[src/rtl/sa_pkg.sv]
// Shared types and codes for the stack allocator with fallback.
// Used by the cell row and the top level; no dependencies.
`default_nettype none

package sa_pkg;

    localparam int ALLOC_BITS = 29;
    localparam logic [23:0] INIT_CAP_RST = 24'd4096;
    localparam logic [31:0] ALLOC_MAX = 32'h1FFF_FFFF;

    localparam logic [1:0] ACT_ALLOC = 2'd0;
    localparam logic [1:0] ACT_FREE  = 2'd1;
    localparam logic [1:0] ACT_GROW  = 2'd2;

    localparam logic [2:0] ST_OK       = 3'd0;
    localparam logic [2:0] ST_EMPTY    = 3'd1;
    localparam logic [2:0] ST_MISMATCH = 3'd2;
    localparam logic [2:0] ST_IN_USE   = 3'd3;
    localparam logic [2:0] ST_FULL     = 3'd4;

    typedef struct packed {
        logic [1:0]  action;
        logic [23:0] request_size;
        logic [23:0] free_offset;
    } t_sa_req;

    typedef struct packed {
        logic [23:0]           result_offset;
        logic                  used_fallback;
        logic [2:0]            status;
        logic [ALLOC_BITS-1:0] allocation_now;
        logic [ALLOC_BITS-1:0] peak_allocation;
        logic [23:0]           capacity_now;
    } t_sa_rsp;

    // Shift control shared by every cell of the entry row.
    typedef struct packed {
        logic push;
        logic pop;
    } t_sa_shift;

endpackage

`default_nettype wire

[src/rtl/sa_cell.sv]
// One slot of the entry stack row; shifts down on push, up on pop.
// Depends on sa_pkg for the shift control struct.
`default_nettype none

module sa_cell #(
    parameter int W = 25
) (
    input  wire logic              i_clk,
    input  wire sa_pkg::t_sa_shift i_shift,
    input  wire logic [W-1:0]      i_above,
    input  wire logic [W-1:0]      i_below,
    output logic [W-1:0]           o_entry
);

    logic [W-1:0] r_entry;
    logic [W-1:0] n_entry;

    always_comb begin
        n_entry = r_entry;
        if (i_shift.push) begin
            n_entry = i_above;
        end else if (i_shift.pop) begin
            n_entry = i_below;
        end
    end

    always_ff @(posedge i_clk) begin
        r_entry <= n_entry;
    end

    assign o_entry = r_entry;

endmodule

`default_nettype wire

[src/rtl/stack_allocator_with_fallback_top.sv]
// Top level of the stack allocator with fallback: counters, checks and the entry row.
// Depends on sa_pkg and sa_cell.
//
// Busy never rises, so a command can be issued on every clock. The result appears on
// o_rsp with o_valid high for exactly one cycle, in the cycle after start; the receiver
// cannot stall and must take it in that cycle. The top-of-stack compare, the allocation
// add with saturation and the grow add all sit in one register stage. The entry stack is
// a row of cells whose top sits in cell 0, so a free reads only that cell. A
// configuration write reloads the region capacity at once.
`default_nettype none

module stack_allocator_with_fallback_top #(
    parameter int MAX_ENTRIES = 32,
    parameter int SIZE_BITS   = 24
) (
    input  wire logic            i_clk,
    input  wire logic            i_rst_n,
    input  wire logic            start,
    output logic                 busy,
    input  wire sa_pkg::t_sa_req i_req,
    output logic                 o_valid,
    output sa_pkg::t_sa_rsp      o_rsp,
    input  wire logic            i_cfg_we,
    input  wire logic [23:0]     i_cfg_wdata
);

    localparam int CW   = SIZE_BITS;
    localparam int EW   = CW + 1;
    localparam int CNTW = $clog2(MAX_ENTRIES + 1);
    localparam int AB   = sa_pkg::ALLOC_BITS;
    localparam logic [31:0] SIZE_MASK = 32'((64'd1 << SIZE_BITS) - 64'd1);

    logic [CW-1:0] r_top, n_top;
    logic [AB-1:0] r_alloc, n_alloc;
    logic [AB-1:0] r_hw, n_hw;
    logic [CW-1:0] r_cap, n_cap;
    logic [CNTW-1:0] r_cnt, n_cnt;
    logic          r_valid;
    sa_pkg::t_sa_rsp r_rsp, n_rsp;

    sa_pkg::t_sa_shift w_shift;
    logic [EW-1:0] w_ent [MAX_ENTRIES];
    logic [EW-1:0] w_new;

    logic          w_go;
    logic [CW-1:0] w_size;
    logic [CW:0]   w_end;
    logic [31:0]   w_asum;
    logic [31:0]   w_grow;
    logic [CW-1:0] w_top_size;
    logic          w_top_fb;
    logic [CW-1:0] w_base;
    logic [31:0]   w_base32;
    logic [31:0]   w_cap_cfg;

    assign w_go      = start && !busy;
    assign w_size    = CW'(({8'd0, i_req.request_size}) & SIZE_MASK);
    assign w_end     = {1'b0, r_top} + {1'b0, w_size};
    assign w_asum    = 32'(r_alloc) + 32'(w_size);
    assign w_grow    = 32'(r_hw) + 32'(r_hw >> 1);
    assign w_top_size = w_ent[0][CW-1:0];
    assign w_top_fb  = w_ent[0][CW];
    assign w_base    = (r_top >= w_top_size) ? (r_top - w_top_size) : '0;
    assign w_base32  = 32'(w_base);
    assign w_cap_cfg = ({8'd0, i_cfg_wdata}) & SIZE_MASK;

    always_comb begin
        logic [31:0] cap32;
        logic [31:0] top32;
        n_top   = r_top;
        n_alloc = r_alloc;
        n_hw    = r_hw;
        n_cap   = r_cap;
        n_cnt   = r_cnt;
        w_shift = '0;
        w_new   = {1'b0, w_size};
        n_rsp   = '0;
        n_rsp.status = sa_pkg::ST_OK;
        top32   = 32'(r_top);

        case (i_req.action)
            sa_pkg::ACT_ALLOC: begin
                if (r_cnt == CNTW'(MAX_ENTRIES)) begin
                    n_rsp.status = sa_pkg::ST_FULL;
                end else begin
                    if (w_end > {1'b0, r_cap}) begin
                        w_new[CW] = 1'b1;
                        n_rsp.used_fallback = 1'b1;
                    end else begin
                        n_rsp.result_offset = top32[23:0];
                        n_top = w_end[CW-1:0];
                    end
                    n_alloc = (w_asum > sa_pkg::ALLOC_MAX) ? AB'(sa_pkg::ALLOC_MAX)
                                                           : w_asum[AB-1:0];
                    if (n_alloc > r_hw) begin
                        n_hw = n_alloc;
                    end
                    w_shift.push = 1'b1;
                    n_cnt = r_cnt + CNTW'(1);
                end
            end
            sa_pkg::ACT_FREE: begin
                if (r_cnt == '0) begin
                    n_rsp.status = sa_pkg::ST_EMPTY;
                end else if (!w_top_fb && (w_base32[23:0] != i_req.free_offset)) begin
                    n_rsp.status = sa_pkg::ST_MISMATCH;
                end else begin
                    if (!w_top_fb) begin
                        n_top = w_base;
                    end
                    n_alloc = (32'(r_alloc) >= 32'(w_top_size))
                            ? AB'(32'(r_alloc) - 32'(w_top_size)) : '0;
                    w_shift.pop = 1'b1;
                    n_cnt = r_cnt - CNTW'(1);
                end
            end
            sa_pkg::ACT_GROW: begin
                if (r_cnt != '0) begin
                    n_rsp.status = sa_pkg::ST_IN_USE;
                end else if (32'(r_hw) > 32'(r_cap)) begin
                    n_cap = (w_grow > SIZE_MASK) ? CW'(SIZE_MASK) : CW'(w_grow);
                end
            end
            default: begin
                // unknown action: no change, status ok
            end
        endcase

        if (!w_go) begin
            n_top   = r_top;
            n_alloc = r_alloc;
            n_hw    = r_hw;
            n_cap   = r_cap;
            n_cnt   = r_cnt;
            w_shift = '0;
        end

        cap32 = 32'(n_cap);
        n_rsp.allocation_now  = n_alloc;
        n_rsp.peak_allocation = n_hw;
        n_rsp.capacity_now    = cap32[23:0];
    end

    always_ff @(posedge i_clk) begin
        if (!i_rst_n) begin
            r_top   <= '0;
            r_alloc <= '0;
            r_hw    <= '0;
            r_cap   <= CW'(({8'd0, sa_pkg::INIT_CAP_RST}) & SIZE_MASK);
            r_cnt   <= '0;
            r_valid <= 1'b0;
        end else begin
            r_top   <= n_top;
            r_alloc <= n_alloc;
            r_hw    <= n_hw;
            r_cnt   <= n_cnt;
            r_valid <= w_go;
            if (i_cfg_we) begin
                r_cap  <= CW'(w_cap_cfg);
            end else begin
                r_cap  <= n_cap;
            end
        end
    end

    always_ff @(posedge i_clk) begin
        if (w_go) begin
            r_rsp <= n_rsp;
        end
    end

    // Entry row: cell 0 holds the top entry.
    for (genvar g = 0; g < MAX_ENTRIES; g++) begin : g_cell
        logic [EW-1:0] w_above;
        logic [EW-1:0] w_below;
        if (g == 0) begin : g_first
            assign w_above = w_new;
        end else begin : g_mid
            assign w_above = w_ent[g-1];
        end
        if (g == MAX_ENTRIES - 1) begin : g_last
            assign w_below = w_ent[g];
        end else begin : g_inner
            assign w_below = w_ent[g+1];
        end
        sa_cell #(
            .W (EW)
        ) u_cell (
            .i_clk   (i_clk),
            .i_shift (w_shift),
            .i_above (w_above),
            .i_below (w_below),
            .o_entry (w_ent[g])
        );
    end

    assign busy    = 1'b0;
    assign o_valid = r_valid;
    assign o_rsp   = r_rsp;

endmodule

`default_nettype wire
[config.mk]
export PLATFORM = sky130hd
export DESIGN_NAME = stack_allocator_with_fallback_top
export DESIGN_NICKNAME = d
export VERILOG_FILES = /design/src/rtl/sa_pkg.sv /design/src/rtl/sa_cell.sv /design/src/rtl/stack_allocator_with_fallback_top.sv
export SDC_FILE = /design/constraint.sdc
export NUM_CORES = 2
export LEC_CHECK = 0
export ABC_AREA = 1
export BUFFER_PORTS_ARGS = -buffer_cell sky130_fd_sc_hd__clkbuf_2
export CORE_ASPECT_RATIO = 1.5
export CORE_MARGIN = 3
export CORE_UTILIZATION = 60
export DETAILED_ROUTE_END_ITERATION = 12
export PLACE_DENSITY = 0.79
export SYNTH_ARGS = -nofsm -noshare
export SYNTH_HDL_FRONTEND = slang
export SYNTH_HIERARCHICAL = 1
export SYNTH_SLANG_ARGS = --single-unit
[constraint.sdc]
create_clock -name i_clk -period 5.9 [get_ports i_clk]
set_input_delay 0.295 -clock i_clk [delete_from_list [all_inputs] [get_ports i_clk]]
set_output_delay 0.295 -clock i_clk [all_outputs]
set_load 0.03 [all_outputs]
==> run metrics <==
status complete, no violations; CP delay by family, top compound AO/OA/AOI/OAI gates; FF-to-FF path depth 25; Remaining Overflow, GRT 0; Total Wirelength 182000 um; vias in the first global route 44800; crit end category register; Hold Path End r_cap[22]$_SDFF_PN0_; slowest cell delay on critical path 0.46 ns; Worst EP arrival 5.76 ns; Clk Latency, worst-skew pair 0.71 ns; max-capacitance violation count 0; Hold WC Path Type input port to register; global-route wire length before repair 269000 um; worst setup slack after layout 0.584 ns; Post-Syn Area per Cell 8.73 um2; post-synthesis sequential area ratio 53.6%; Post-CTS Resized 0; DP HPWL 138000 um; # setup viols final 0; Critical Path RT 6.34 ns; Placement Setup Slack 0.584 ns; worst reg2reg startpoint r_alloc[2]$_SDFF_PN0_; DR WL/cell 23.6 um; Tcrit/Tclk final 90.1%; antenna violations before repair 6; FMAX 0.188 GHz; Starting Density 60.8%; RSZ-0062 raised after global routing false; Leak 27.3 nW; syn nets 6627; TritonCTS Sinks 1023; Async SR Flop Fraction 0%; CTS HTree Levels 3; synthesis-stage register bit count 1023; Ports 190; vias 45200; CTS Buffer Depth 3; Clk Tree Root Cell clkbuf_16; row cnt 135; Netlist cell types 47; number of synthesized flops with an enable pin 910; power density over the cells 299 nW/um2; P&R area growth vs syn 7.62%; FF-to-FF setup slack 0.58 ns; CP Max Fanout 24; Least-Margin Pin Slew 1.06 ns; Slew Limit Headroom 29.0%; Peak VDD IR 0.000243 V; placed inst area 56200 um2; Synth top area share 49.5%; Hold Crit Start i_cfg_wdata[22]; buffer count from post-CTS setup fixing 0; share of cells above drive strength 1 9.63%; Post-CTS Hold Fix Bufs 17; Final Max Slew Viols 0; Non-Filler Instances 7696; worst path bufs/invs 3; Placer Congestion 1.15; Post-Route Skew 0.0318 ns; Critical R2R Capture o_rsp[24]$_DFFE_PP_; All-Layer GR Usage 37.8%; Fin Setup TNS 0 ns; Post-Syn Instances 6331; Die W 254 um; Detail Route Antenna Nets 0; Via density 5.87; slowest CP cell nand2_1; startpoint types register; nets 6748; most used cell, CP o21ai_0; # port buffers 188; core area 90900 um2; initial DRC count 4916; Reg clk slew, reported paths 0.08 ns; Critical path origin r_alloc[2]$_SDFF_PN0_; Synth Flop Type edfxtp_1; Hold Fails Final Rpt 0; hold_ws 0.0357 ns; CP Class register to register; placed insts 7503; Synth Cell Area 55300 um2; die area 95800 um2; largest net degree at the start of global routing 108; TritonCTS buffer count 94; min Tclk post-route 5.32 ns; # DRC 0; finished layout cell area 59500 um2; first drt pass iteration count 9; die height 378 um; Min-Delay Path Depth 5; Synth warnings 6; Synth area leaders edfxtp_1, nand2_1, ha_1; post-synth top area cell edfxtp_1; CTS tree yes
-- kinds of logic (layout without fill, tap and decap cells) --
logic type | count (synthesis) | after routing | share of synthesized area [%]
XOR/XNOR | 101 | 101 | 1.60
multiplexers | 1 | 1 | 0.0181
other | 1 | 3 | 0.00679
buffers and inverters | 689 | 888 | 7.18
AO/OA/AOI/OAI | 486 | 486 | 4.71
adder cells (fa/ha/maj) | 218 | 218 | 5.02
AND/OR/NAND/NOR | 3812 | 3812 | 27.9
flip-flops | 1023 | 1023 | 53.6
-- flip-flops by register name (all words and copies together) (netlist names) --
register               count
r_hw                      29
r_alloc                   29
r_top                     24
r_cnt                      6
o_rsp                    110
o_valid                    1
g_cell.u_cell/o_entry    800
r_cap                     24
-- area by class of cell --
class                           instances  area [um2]
Multi-Input combinational cell       4619       21700
Clock inverter                         59         614
Tap cell                             1164        1460
Antenna cell                            2        5.00
Inverter                              454        1940
Clock buffer                          115        2490
Fill cell                            7120       31400
Timing Repair Buffer                  260        1630
Sequential cell                      1023       29600
-- metal layers --
metal | routed length, um | up-vias | global-route usage, % | part of all wire [%]
met5 | 32 | - | 0 | 0.018
met4 | 14700 | 4 | 26.0 | 8.1
li1 | - | 20900 | - | -
met3 | 12700 | 542 | 5.11 | 7.0
met2 | 89900 | 2309 | 65.8 | 49
met1 | 64600 | 21500 | 43.0 | 36
-- where the power goes --
group / total [W] / switching [W] / internal, W
clock: 0.00625 / 0.00282 / 0.00344
sequential: 0.00865 / 0.000292 / 0.00836
combinational: 0.00289 / 0.00209 / 0.000800
total: 0.0178 / 0.00520 / 0.0126
-- stage by stage --
stage / power [W] / utilization [%]
final: 0.0178 / 65.4
after CTS: 0.0178 / 65.4
after global routing: 0.0184 / 65.4
after detailed placement: 0.0116 / 61.8
after global placement: 0.0116 / 61.8
after floorplan: 0.0106 / -
-- cell usage after synthesis (4+ instances only) --
master    number
o211ai_1       9
nand2_1     3024
a21o_1         7
nand3_1      168
nand3b_1       9
nand2_2      162
o21a_1        10
buf_6        133
xor2_1        59
inv_8         32
and2_1        14
o31ai_1        4
a31oi_1        7
o221ai_1       4
fa_1           6
nor2_1       257
nand4_1       84
o21bai_1       6
a211oi_1       8
o21ai_0      168
dfxtp_1      113
buf_4         34
buf_1          7
a21boi_0       7
nor4_1        19
clkbuf_1      48
ha_1         212
buf_2         13
or2_2         40
edfxtp_1     910
a21oi_1      251
nor3_1        27
inv_1        418
xnor2_1       42
-- worst max path at each step --
stage / to / slack, ns / cells after the start
after floorplan: g_cell[0].u_cell/o_entry[0]$_DFFE_PP_ / 1.30 / 24
after global routing: o_rsp[25]$_DFFE_PP_ / 0.19 / 25
after CTS: o_rsp[24]$_DFFE_PP_ / 0.68 / 25
after detailed placement: o_rsp[38]$_DFFE_PP_ / 0.58 / 26
after global placement: o_rsp[33]$_DFFE_PP_ / 0.66 / 26
final: o_rsp[24]$_DFFE_PP_ / 0.58 / 25
-- cell usage in the layout (no fill, tap or decap), types with 5 or more instances in the layout --
cell type / Yosys / final
a211oi_1: 8 / 8
a21boi_0: 7 / 7
a21o_1: 7 / 7
a21oi_1: 251 / 250
a31oi_1: 7 / 7
and2_1: 14 / 14
buf_12: 0 / 8
buf_4: 34 / 48
bufinv_16: 0 / 9
clkbuf_1: 48 / 17
clkbuf_16: 0 / 96
clkbuf_2: 0 / 187
clkinv_1: 2 / 21
clkinv_2: 0 / 13
clkinv_4: 0 / 7
dfxtp_1: 113 / 113
dlygate4sd3_1: 0 / 17
edfxtp_1: 910 / 910
fa_1: 6 / 6
ha_1: 212 / 212
inv_1: 418 / 418
inv_6: 0 / 5
inv_8: 32 / 32
nand2_1: 3024 / 3024
nand2_2: 162 / 162
nand3_1: 168 / 168
nand3b_1: 9 / 9
nand4_1: 84 / 84
nor2_1: 257 / 255
nor3_1: 27 / 24
nor4_1: 19 / 19
o211ai_1: 9 / 9
o21a_1: 10 / 10
o21ai_0: 168 / 168
o21bai_1: 6 / 6
or2_2: 40 / 40
xnor2_1: 42 / 42
xor2_1: 59 / 59
-- worst min-delay path: stages --
cell      delay (ns)
clkbuf_2        0.08
nor2_1          0.09
nor2_1          0.13
nand2_1         0.06
inv_1           0.04
No activity file was read; power rests on OpenSTA's default activity.
